==> config.mk <==
export PLATFORM = sky130hd
export DESIGN_NAME = matrix_power_2x2_top
export DESIGN_NICKNAME = d
export VERILOG_FILES = /design/src/rtl/mp2_pkg.sv /design/src/rtl/mp2_mac.sv /design/src/rtl/matrix_power_2x2_top.sv
export SDC_FILE = /design/constraint.sdc
export NUM_CORES = 2
export LEC_CHECK = 0
export BUFFER_PORTS_ARGS = -buffer_cell sky130_fd_sc_hd__buf_2
export CAP_MARGIN = 10
export CELL_PAD_IN_SITES_DETAIL_PLACEMENT = 0
export CELL_PAD_IN_SITES_GLOBAL_PLACEMENT = 2
export CORE_ASPECT_RATIO = 0.6
export CORE_MARGIN = 2
export CORE_UTILIZATION = 45
export CTS_BUF_LIST = sky130_fd_sc_hd__clkbuf_4 sky130_fd_sc_hd__clkbuf_8
export CTS_CLUSTER_SIZE = 8
export DETAILED_ROUTE_END_ITERATION = 8
export PLACE_DENSITY_LB_ADDON = 0.1
export SYNTH_ARGS = -nofsm -noshare
export SYNTH_HDL_FRONTEND = slang
export SYNTH_SLANG_ARGS = --single-unit
export TNS_END_PERCENT = 20
==> constraint.sdc <==
create_clock -name clk_i -period 20 [get_ports clk_i]
set_input_delay 0 -clock clk_i [delete_from_list [all_inputs] [get_ports clk_i]]
set_output_delay 0 -clock clk_i [all_outputs]
set_load 0.005 [all_outputs]
==> src/rtl/mp2_pkg.sv <==
// Package with shared constants and types of the matrix power block.
package mp2_pkg;
  localparam int unsigned DataW   = 64;
  localparam int unsigned ExpBits = 32;
  localparam int unsigned DigitW  = 8;
  localparam int unsigned Digits  = DataW / DigitW;
  localparam int unsigned DigW    = $clog2(Digits);
  localparam int unsigned ExpCntW = $clog2(ExpBits + 1);
  localparam int unsigned AddrW   = 5;

  localparam logic [AddrW-1:0] AddrTopLeft     = 5'h00;
  localparam logic [AddrW-1:0] AddrTopRight    = 5'h08;
  localparam logic [AddrW-1:0] AddrBottomLeft  = 5'h10;
  localparam logic [AddrW-1:0] AddrBottomRight = 5'h18;

  typedef logic [DataW-1:0] word_t;

  // Command from the sequencer to the serial multiply-accumulate unit.
  typedef struct packed {
    logic  start;
    logic  clear;
    word_t a;
    word_t b;
  } mac_cmd_t;

  typedef struct packed {
    logic  done;
    word_t acc;
  } mac_rsp_t;
endpackage

==> src/rtl/mp2_mac.sv <==
// Digit-serial 64-bit multiply-accumulate unit, eight bits of one operand a cycle.
module mp2_mac (
  input  logic              clk_i,
  input  logic              rst_ni,
  input  mp2_pkg::mac_cmd_t cmd_i,
  output mp2_pkg::mac_rsp_t rsp_o
);
  logic                      busy_q, busy_d;
  logic [mp2_pkg::DigW-1:0]  cnt_q, cnt_d;
  mp2_pkg::word_t            a_q, a_d, b_q, b_d, acc_q, acc_d;
  logic                      done_q, done_d;
  logic [mp2_pkg::DataW+mp2_pkg::DigitW-1:0] part;

  // One 64x8 partial product per cycle, shifted into place by the multiplicand shift.
  assign part = a_q * b_q[mp2_pkg::DigitW-1:0];

  always_comb begin
    busy_d = busy_q;
    cnt_d  = cnt_q;
    a_d    = a_q;
    b_d    = b_q;
    acc_d  = acc_q;
    done_d = 1'b0;
    if (cmd_i.start) begin
      busy_d = 1'b1;
      cnt_d  = '0;
      a_d    = cmd_i.a;
      b_d    = cmd_i.b;
      if (cmd_i.clear) acc_d = '0;
    end else if (busy_q) begin
      acc_d = acc_q + part[mp2_pkg::DataW-1:0];
      a_d   = a_q << mp2_pkg::DigitW;
      b_d   = b_q >> mp2_pkg::DigitW;
      cnt_d = cnt_q + 1'b1;
      if (cnt_q == mp2_pkg::DigW'(mp2_pkg::Digits - 1)) begin
        busy_d = 1'b0;
        done_d = 1'b1;
      end
    end
  end

  always_ff @(posedge clk_i or negedge rst_ni) begin
    if (!rst_ni) begin
      busy_q <= 1'b0;
      cnt_q  <= '0;
      done_q <= 1'b0;
    end else begin
      busy_q <= busy_d;
      cnt_q  <= cnt_d;
      done_q <= done_d;
    end
  end

  always_ff @(posedge clk_i) begin
    a_q   <= a_d;
    b_q   <= b_d;
    acc_q <= acc_d;
  end

  assign rsp_o.done = done_q;
  assign rsp_o.acc  = acc_q;
endmodule

==> src/rtl/matrix_power_2x2_top.sv <==
// Top level of the matrix power block: register port, sequencer and output register.
//
// This block raises a configured 2x2 base matrix to the power of a 32-bit
// exponent by square-and-multiply, scanning the exponent from its least
// significant bit, with all entries unsigned and wrapping modulo 2^64. The
// base resets to the Fibonacci matrix, so by default the result words are
// F(n+1), F(n), F(n) and F(n-1). All arithmetic runs on one shared
// multiply-accumulate unit that takes one 8-bit digit of the multiplier per
// cycle. One 64-bit product is a start step, eight digit steps and the step in
// which the done flag is seen. One matrix entry is two products, and one 2x2
// product is four entries. For every exponent bit up to the highest set bit
// the block spends one decision step, squares the running matrix and, where
// the bit is set, first multiplies it into the result. A zero exponent goes
// straight from the decision state to the output state. One item is worked
// on at a time; a finished word waits in the output register while the next
// exponent is accepted and worked on, and that next result is only moved
// out once the waiting word has been taken. The base registers sit at byte
// addresses 0, 8, 16 and 24 of the 64-bit register port, and a new base
// takes effect with the next exponent.
module matrix_power_2x2_top (
  input  logic                       clk_i,
  input  logic                       rst_ni,
  input  logic                       psel,
  input  logic                       penable,
  input  logic                       pwrite,
  input  logic [mp2_pkg::AddrW-1:0]  paddr,
  input  logic [63:0]                pwdata,
  output logic [63:0]                prdata,
  output logic                       pready,
  input  logic                       exponent_valid_i,
  output logic                       exponent_stall_o,
  input  logic [31:0]                exponent_i,
  output logic                       power_valid_o,
  input  logic                       power_stall_i,
  output logic [63:0]                power_top_left_o,
  output logic [63:0]                power_top_right_o,
  output logic [63:0]                power_bottom_left_o,
  output logic [63:0]                power_bottom_right_o
);
  typedef enum logic [4:0] {
    StIdle = 5'b00001,
    StBit  = 5'b00010,
    StMac  = 5'b00100,
    StNext = 5'b01000,
    StOut  = 5'b10000
  } state_e;

  state_e state_q, state_d;
  mp2_pkg::word_t base_q [4];
  mp2_pkg::word_t acc_q [4], acc_d [4];
  mp2_pkg::word_t sq_q [4], sq_d [4];
  mp2_pkg::word_t tmp_q [4], tmp_d [4];
  logic [mp2_pkg::ExpBits-1:0] exp_q, exp_d;
  logic [mp2_pkg::ExpCntW-1:0] bits_q, bits_d;
  logic mul_q, mul_d;          // 1: multiplying into result, 0: squaring
  logic [1:0] ent_q, ent_d;    // matrix entry being formed
  logic term_q, term_d;        // which of the two products of the entry
  logic out_v_q, out_v_d;
  mp2_pkg::word_t out_q [4], out_d [4];
  mp2_pkg::mac_cmd_t cmd;
  mp2_pkg::mac_rsp_t rsp;
  logic [1:0] ia, ib;
  logic in_acc, wr;

  mp2_mac u_mac (.clk_i, .rst_ni, .cmd_i(cmd), .rsp_o(rsp));

  // Register port.
  assign pready = 1'b1;
  assign wr     = psel && penable && pwrite;
  always_comb begin
    unique case (paddr)
      mp2_pkg::AddrTopLeft:     prdata = base_q[0];
      mp2_pkg::AddrTopRight:    prdata = base_q[1];
      mp2_pkg::AddrBottomLeft:  prdata = base_q[2];
      mp2_pkg::AddrBottomRight: prdata = base_q[3];
      default:                  prdata = '0;
    endcase
  end
  always_ff @(posedge clk_i or negedge rst_ni) begin
    if (!rst_ni) begin
      base_q[0] <= 64'd1;
      base_q[1] <= 64'd1;
      base_q[2] <= 64'd1;
      base_q[3] <= 64'd0;
    end else if (wr) begin
      unique case (paddr)
        mp2_pkg::AddrTopLeft:     base_q[0] <= pwdata;
        mp2_pkg::AddrTopRight:    base_q[1] <= pwdata;
        mp2_pkg::AddrBottomLeft:  base_q[2] <= pwdata;
        mp2_pkg::AddrBottomRight: base_q[3] <= pwdata;
        default: ;
      endcase
    end
  end

  // Entry r*2+c = sum over k of L[r][k] * S[k][c]; L is the result or the square.
  assign ia  = {ent_q[1], term_q};
  assign ib  = {term_q, ent_q[0]};
  assign in_acc = (state_q == StIdle) && exponent_valid_i && !exponent_stall_o;
  assign exponent_stall_o = (state_q != StIdle);

  always_comb begin
    state_d   = state_q;
    exp_d     = exp_q;
    bits_d    = bits_q;
    mul_d     = mul_q;
    ent_d     = ent_q;
    term_d    = term_q;
    acc_d     = acc_q;
    sq_d      = sq_q;
    tmp_d     = tmp_q;
    out_v_d   = out_v_q;
    out_d     = out_q;
    cmd.start = 1'b0;
    cmd.clear = !term_q;
    cmd.a     = mul_q ? acc_q[ia] : sq_q[ia];
    cmd.b     = sq_q[ib];
    if (out_v_q && !power_stall_i) out_v_d = 1'b0;
    unique case (state_q)
      StIdle: begin
        if (in_acc) begin
          exp_d    = exponent_i;
          bits_d   = '0;
          acc_d[0] = 64'd1;
          acc_d[1] = 64'd0;
          acc_d[2] = 64'd0;
          acc_d[3] = 64'd1;
          sq_d     = base_q;
          state_d  = StBit;
        end
      end
      StBit: begin
        if (exp_q == '0 || bits_q == mp2_pkg::ExpCntW'(mp2_pkg::ExpBits)) begin
          state_d = StOut;
        end else begin
          mul_d     = exp_q[0];
          ent_d     = '0;
          term_d    = 1'b0;
          state_d   = StMac;
        end
      end
      StMac: begin
        cmd.start = 1'b1;
        state_d   = StNext;
      end
      StNext: begin
        if (rsp.done) begin
          if (!term_q) begin
            term_d  = 1'b1;
            state_d = StMac;
          end else begin
            tmp_d[ent_q] = rsp.acc;
            term_d = 1'b0;
            if (ent_q != 2'd3) begin
              ent_d   = ent_q + 1'b1;
              state_d = StMac;
            end else if (mul_q) begin
              acc_d   = tmp_d;
              mul_d   = 1'b0;
              ent_d   = '0;
              state_d = StMac;
            end else begin
              sq_d    = tmp_d;
              exp_d   = exp_q >> 1;
              bits_d  = bits_q + 1'b1;
              state_d = StBit;
            end
          end
        end
      end
      StOut: begin
        if (!out_v_q) begin
          out_d   = acc_q;
          out_v_d = 1'b1;
          state_d = StIdle;
        end
      end
      default: state_d = StIdle;
    endcase
  end

  always_ff @(posedge clk_i or negedge rst_ni) begin
    if (!rst_ni) begin
      state_q <= StIdle;
      out_v_q <= 1'b0;
      exp_q   <= '0;
      bits_q  <= '0;
      mul_q   <= 1'b0;
      ent_q   <= '0;
      term_q  <= 1'b0;
    end else begin
      state_q <= state_d;
      out_v_q <= out_v_d;
      exp_q   <= exp_d;
      bits_q  <= bits_d;
      mul_q   <= mul_d;
      ent_q   <= ent_d;
      term_q  <= term_d;
    end
  end

  always_ff @(posedge clk_i) begin
    acc_q <= acc_d;
    sq_q  <= sq_d;
    tmp_q <= tmp_d;
    out_q <= out_d;
  end

  assign power_valid_o        = out_v_q;
  assign power_top_left_o     = out_q[0];
  assign power_top_right_o    = out_q[1];
  assign power_bottom_left_o  = out_q[2];
  assign power_bottom_right_o = out_q[3];
endmodule

==> metrics.md <==
| Metric | Value |
|---|---|
| Clock Sinks | 1525 |
| FP Rows | 120 |
| Most common cell after layout, fill and taps aside | edfxtp_1 |
| DIE WIDTH | 551.2 µm |
| Num CTS Buffers | 242 |
| Clk_skew | 0.07547 ns |
| Die ar. | 183200 µm² |
| Fmax | 159.0 MHz |
| Final setup violation count | 0 |
| Initial cell density of the core | 45.32% |
| Crit. End Element | register |
| Clock buffer depth | 4 |
| Fin crit period | 6.289 ns |
| Total number of vias | 49310 |
| Startpoint type of the worst setup path | register |
| Synth Flop Type | edfxtp_1 |
| First-pass DRT Iterations | 7 |
| Total Negative Setup Slacks | 0 ns |
| Setup CP Type | reg -> reg |
| Syn. warnings | 0 |
| Flops & latches, synth | 1525 |
| Reg-to-reg critical path endpoint | u_mac.acc_q[39]$_SDFFCE_PN0P_ |
| FFs w/ async S/R, synth | 20.26% |
| Slew margin rel. | 26.34% |
| Hold WC Path Type | in -> reg |
| First-pass GRT wire length | 346.1 mm |
| Final antenna-violating net count | 0 |
| R2R Path Start | u_mac.b_q[0]$_DFFE_PP_ |
| Post-synthesis sequential area ratio | 54.74% |
| Final Cell Area | 92580 µm² |
| Area Growth Syn to Fin | 14.52% |
| Vias per Instance | 5.508 |
| Area contributors post-synth | edfxtp_1, fa_1, dfrtp_1 |
| Critical path arrival | 6.95 ns |
| Hold depth | 3 |
| RePlAce Congestion | 0.8336 |
| Status | finished, final reports clean |
| GRT Total Usage | 25.51% |
| Cell Area, Synth | 80840 µm² |
| RSZ-0062 raised after global routing | no |
| Worst slew pin tran | 1.105 ns |
| Post-synth EDFFs | 1216 |
| DRT iter0 DRCs | 4358 |
| NumNets Final | 6972 |
| Required time of the critical path | 20.66 ns |
| Reg2Reg Depth | 19 |
| Vias in the first global route | 51440 |
| Max-slew violation count | 0 |
| Routed wire length | 231.2 mm |
| Initial antenna violation count | 7 |
| Die Y | 332.3 µm |
| Clk slew on worst S/H paths | 0.07 ns |
| Largest area contributor in the synthesized netlist | edfxtp_1 |
| Area fraction of the dominant cell type after synthesis | 45.17% |
| Crit Path Max Fanout | 64 |
| Largest net degree at the start of global routing | 152 |
| Final cycle utilization of the critical path | 31.45% |
| Cell count after synthesis | 5759 |
| Share of cells above drive strength 1 | 26.56% |
| IO Pins | 431 |
| Max Cap Viol | 0 |
| CTS tree | built |
| Drt wl/cell | 25.83 µm |
| Post-detail-place hpwl | 153.4 mm |
| Total grt overflow | 0 |
| Post-synthesis net count | 6358 |
| Final Hold Vio Count | 0 |
| Clk Latency, worst-skew pair | 0.99 ns |
| Hold path endpoint | base_q[151]$_DFFE_PN0P_ |
| Placed Area | 85470 µm² |
| Core Area | 178400 µm² |
| Root Driver | clkbuf_8 |
| Hold WS | 0.1067 ns |
| Mapped Avg Cell Area | 14.04 µm² |
| # port buffers | 429 |
| CTS HTree Levels | 4 |
| DR DRC count | 0 |
| Distinct cells, synth | 75 |
| Min-Delay Startpoint | pwdata[23] |
| # fillers | 15470 |
| R2R Setup Slk | 13.71 ns |
| Most frequent cells in the layout | edfxtp_1, and2_1, mux2_2, nand2_1, inv_1 |
## registers in the layout, indices dropped and copies added, names as in the netlist, 3 cells and up
register / cells
exp_q: 32
acc_q: 256
tmp_q: 256
bits_q: 6
sq_q: 256
state_q: 5
power_bottom_left_o: 64
u_mac.acc_q: 64
base_q: 256
power_top_left_o: 64
u_mac.b_q: 64
power_bottom_right_o: 64
u_mac.cnt_q: 3
power_top_right_o: 64
u_mac.a_q: 64
## critical path, stage by stage (launching register included)
cell and delay [ns]:
edfxtp_1 0.33, buf_4 0.67, nand2_1 0.18, fa_1 0.55, inv_1 0.07, fa_1 0.48, fa_1 0.56, inv_1 0.05
fa_1 0.48, inv_1 0.05, ha_1 0.37, nand2_1 0.12, nor2_1 0.05, o41ai_1 0.63, o21ai_0 0.31, o2111ai_1 0.38
nand2_1 0.21, a21oi_1 0.24, xnor2_1 0.16, nor2_1 0.07
## layout make-up
cell class	instances	area, µm²	area share [%]
Sequential cell	1525	44270	47.82
Clock inverter	34	361.6	0.3906
Tap cell	2379	2977	3.215
Clock buffer	407	4713	5.091
Multi-Input combinational cell	3426	33660	36.36
Inverter	486	1832	1.979
Antenna cell	3	7.507	0.008109
Timing Repair Buffer	692	4761	5.142
## per-layer routing
metal	routed length [µm]	global-route usage, %
met5	13	0
met4	4090	5.192
met1	114300	40.91
met3	14030	4.156
met2	98770	36.33
## logic make-up after synthesis
logic type / synth area share [%]
flops: 54.74
simple gates: 9.173
mux: 15.11
buf+inv: 3.834
compound gates: 4.977
fa+ha+maj: 11.41
xor+xnor: 0.7584
other cells: 0.004639
## how the worst max path moves through the flow
stage	slack, ns	cells after the start	from	endpoint
after floorplan	5.21	6	ent_q[0]$_DFFE_PN0P_	acc_q[0]$_SDFFCE_PN1P_
after global placement	13.77	19	u_mac.b_q[0]$_DFFE_PP_	u_mac.acc_q[39]$_SDFFCE_PN0P_
after detailed placement	13.80	19	u_mac.b_q[0]$_DFFE_PP_	u_mac.acc_q[39]$_SDFFCE_PN0P_
after CTS	13.75	19	u_mac.b_q[0]$_DFFE_PP_	u_mac.acc_q[39]$_SDFFCE_PN0P_
after global routing	13.36	19	u_mac.b_q[0]$_DFFE_PP_	u_mac.acc_q[39]$_SDFFCE_PN0P_
final	13.71	19	u_mac.b_q[0]$_DFFE_PP_	u_mac.acc_q[39]$_SDFFCE_PN0P_
## through the flow
stage	setup WS [ns]	util [%]	std cells
final	13.71	51.90	8952
after global routing	13.36	51.90	8950
after CTS	13.75	51.90	8949
after detailed placement	13.80	47.92	8307
after global placement	13.77	47.92	8307
after floorplan	5.212	-	5759
## repair_timing
item,in CTS,in global routing
hold buffers,201,0
endpoints found under the hold margin,509,0
gates resized for setup,0,0
setup buffers,0,0
## Yosys cell counts, drive strengths merged, types with 97 or more instances
library cell and count:
nor2 141, dfrtp 305, and2 604, nand2 509, a21o 281, edfxtp 1216
inv 486, o21ai 97, mux4 256, clkbuf 239, mux2 513, fa 410
Power is left out: the tool's default activity adds up to more than one toggle a clock period on the data nets, which glitch-free logic cannot reach.
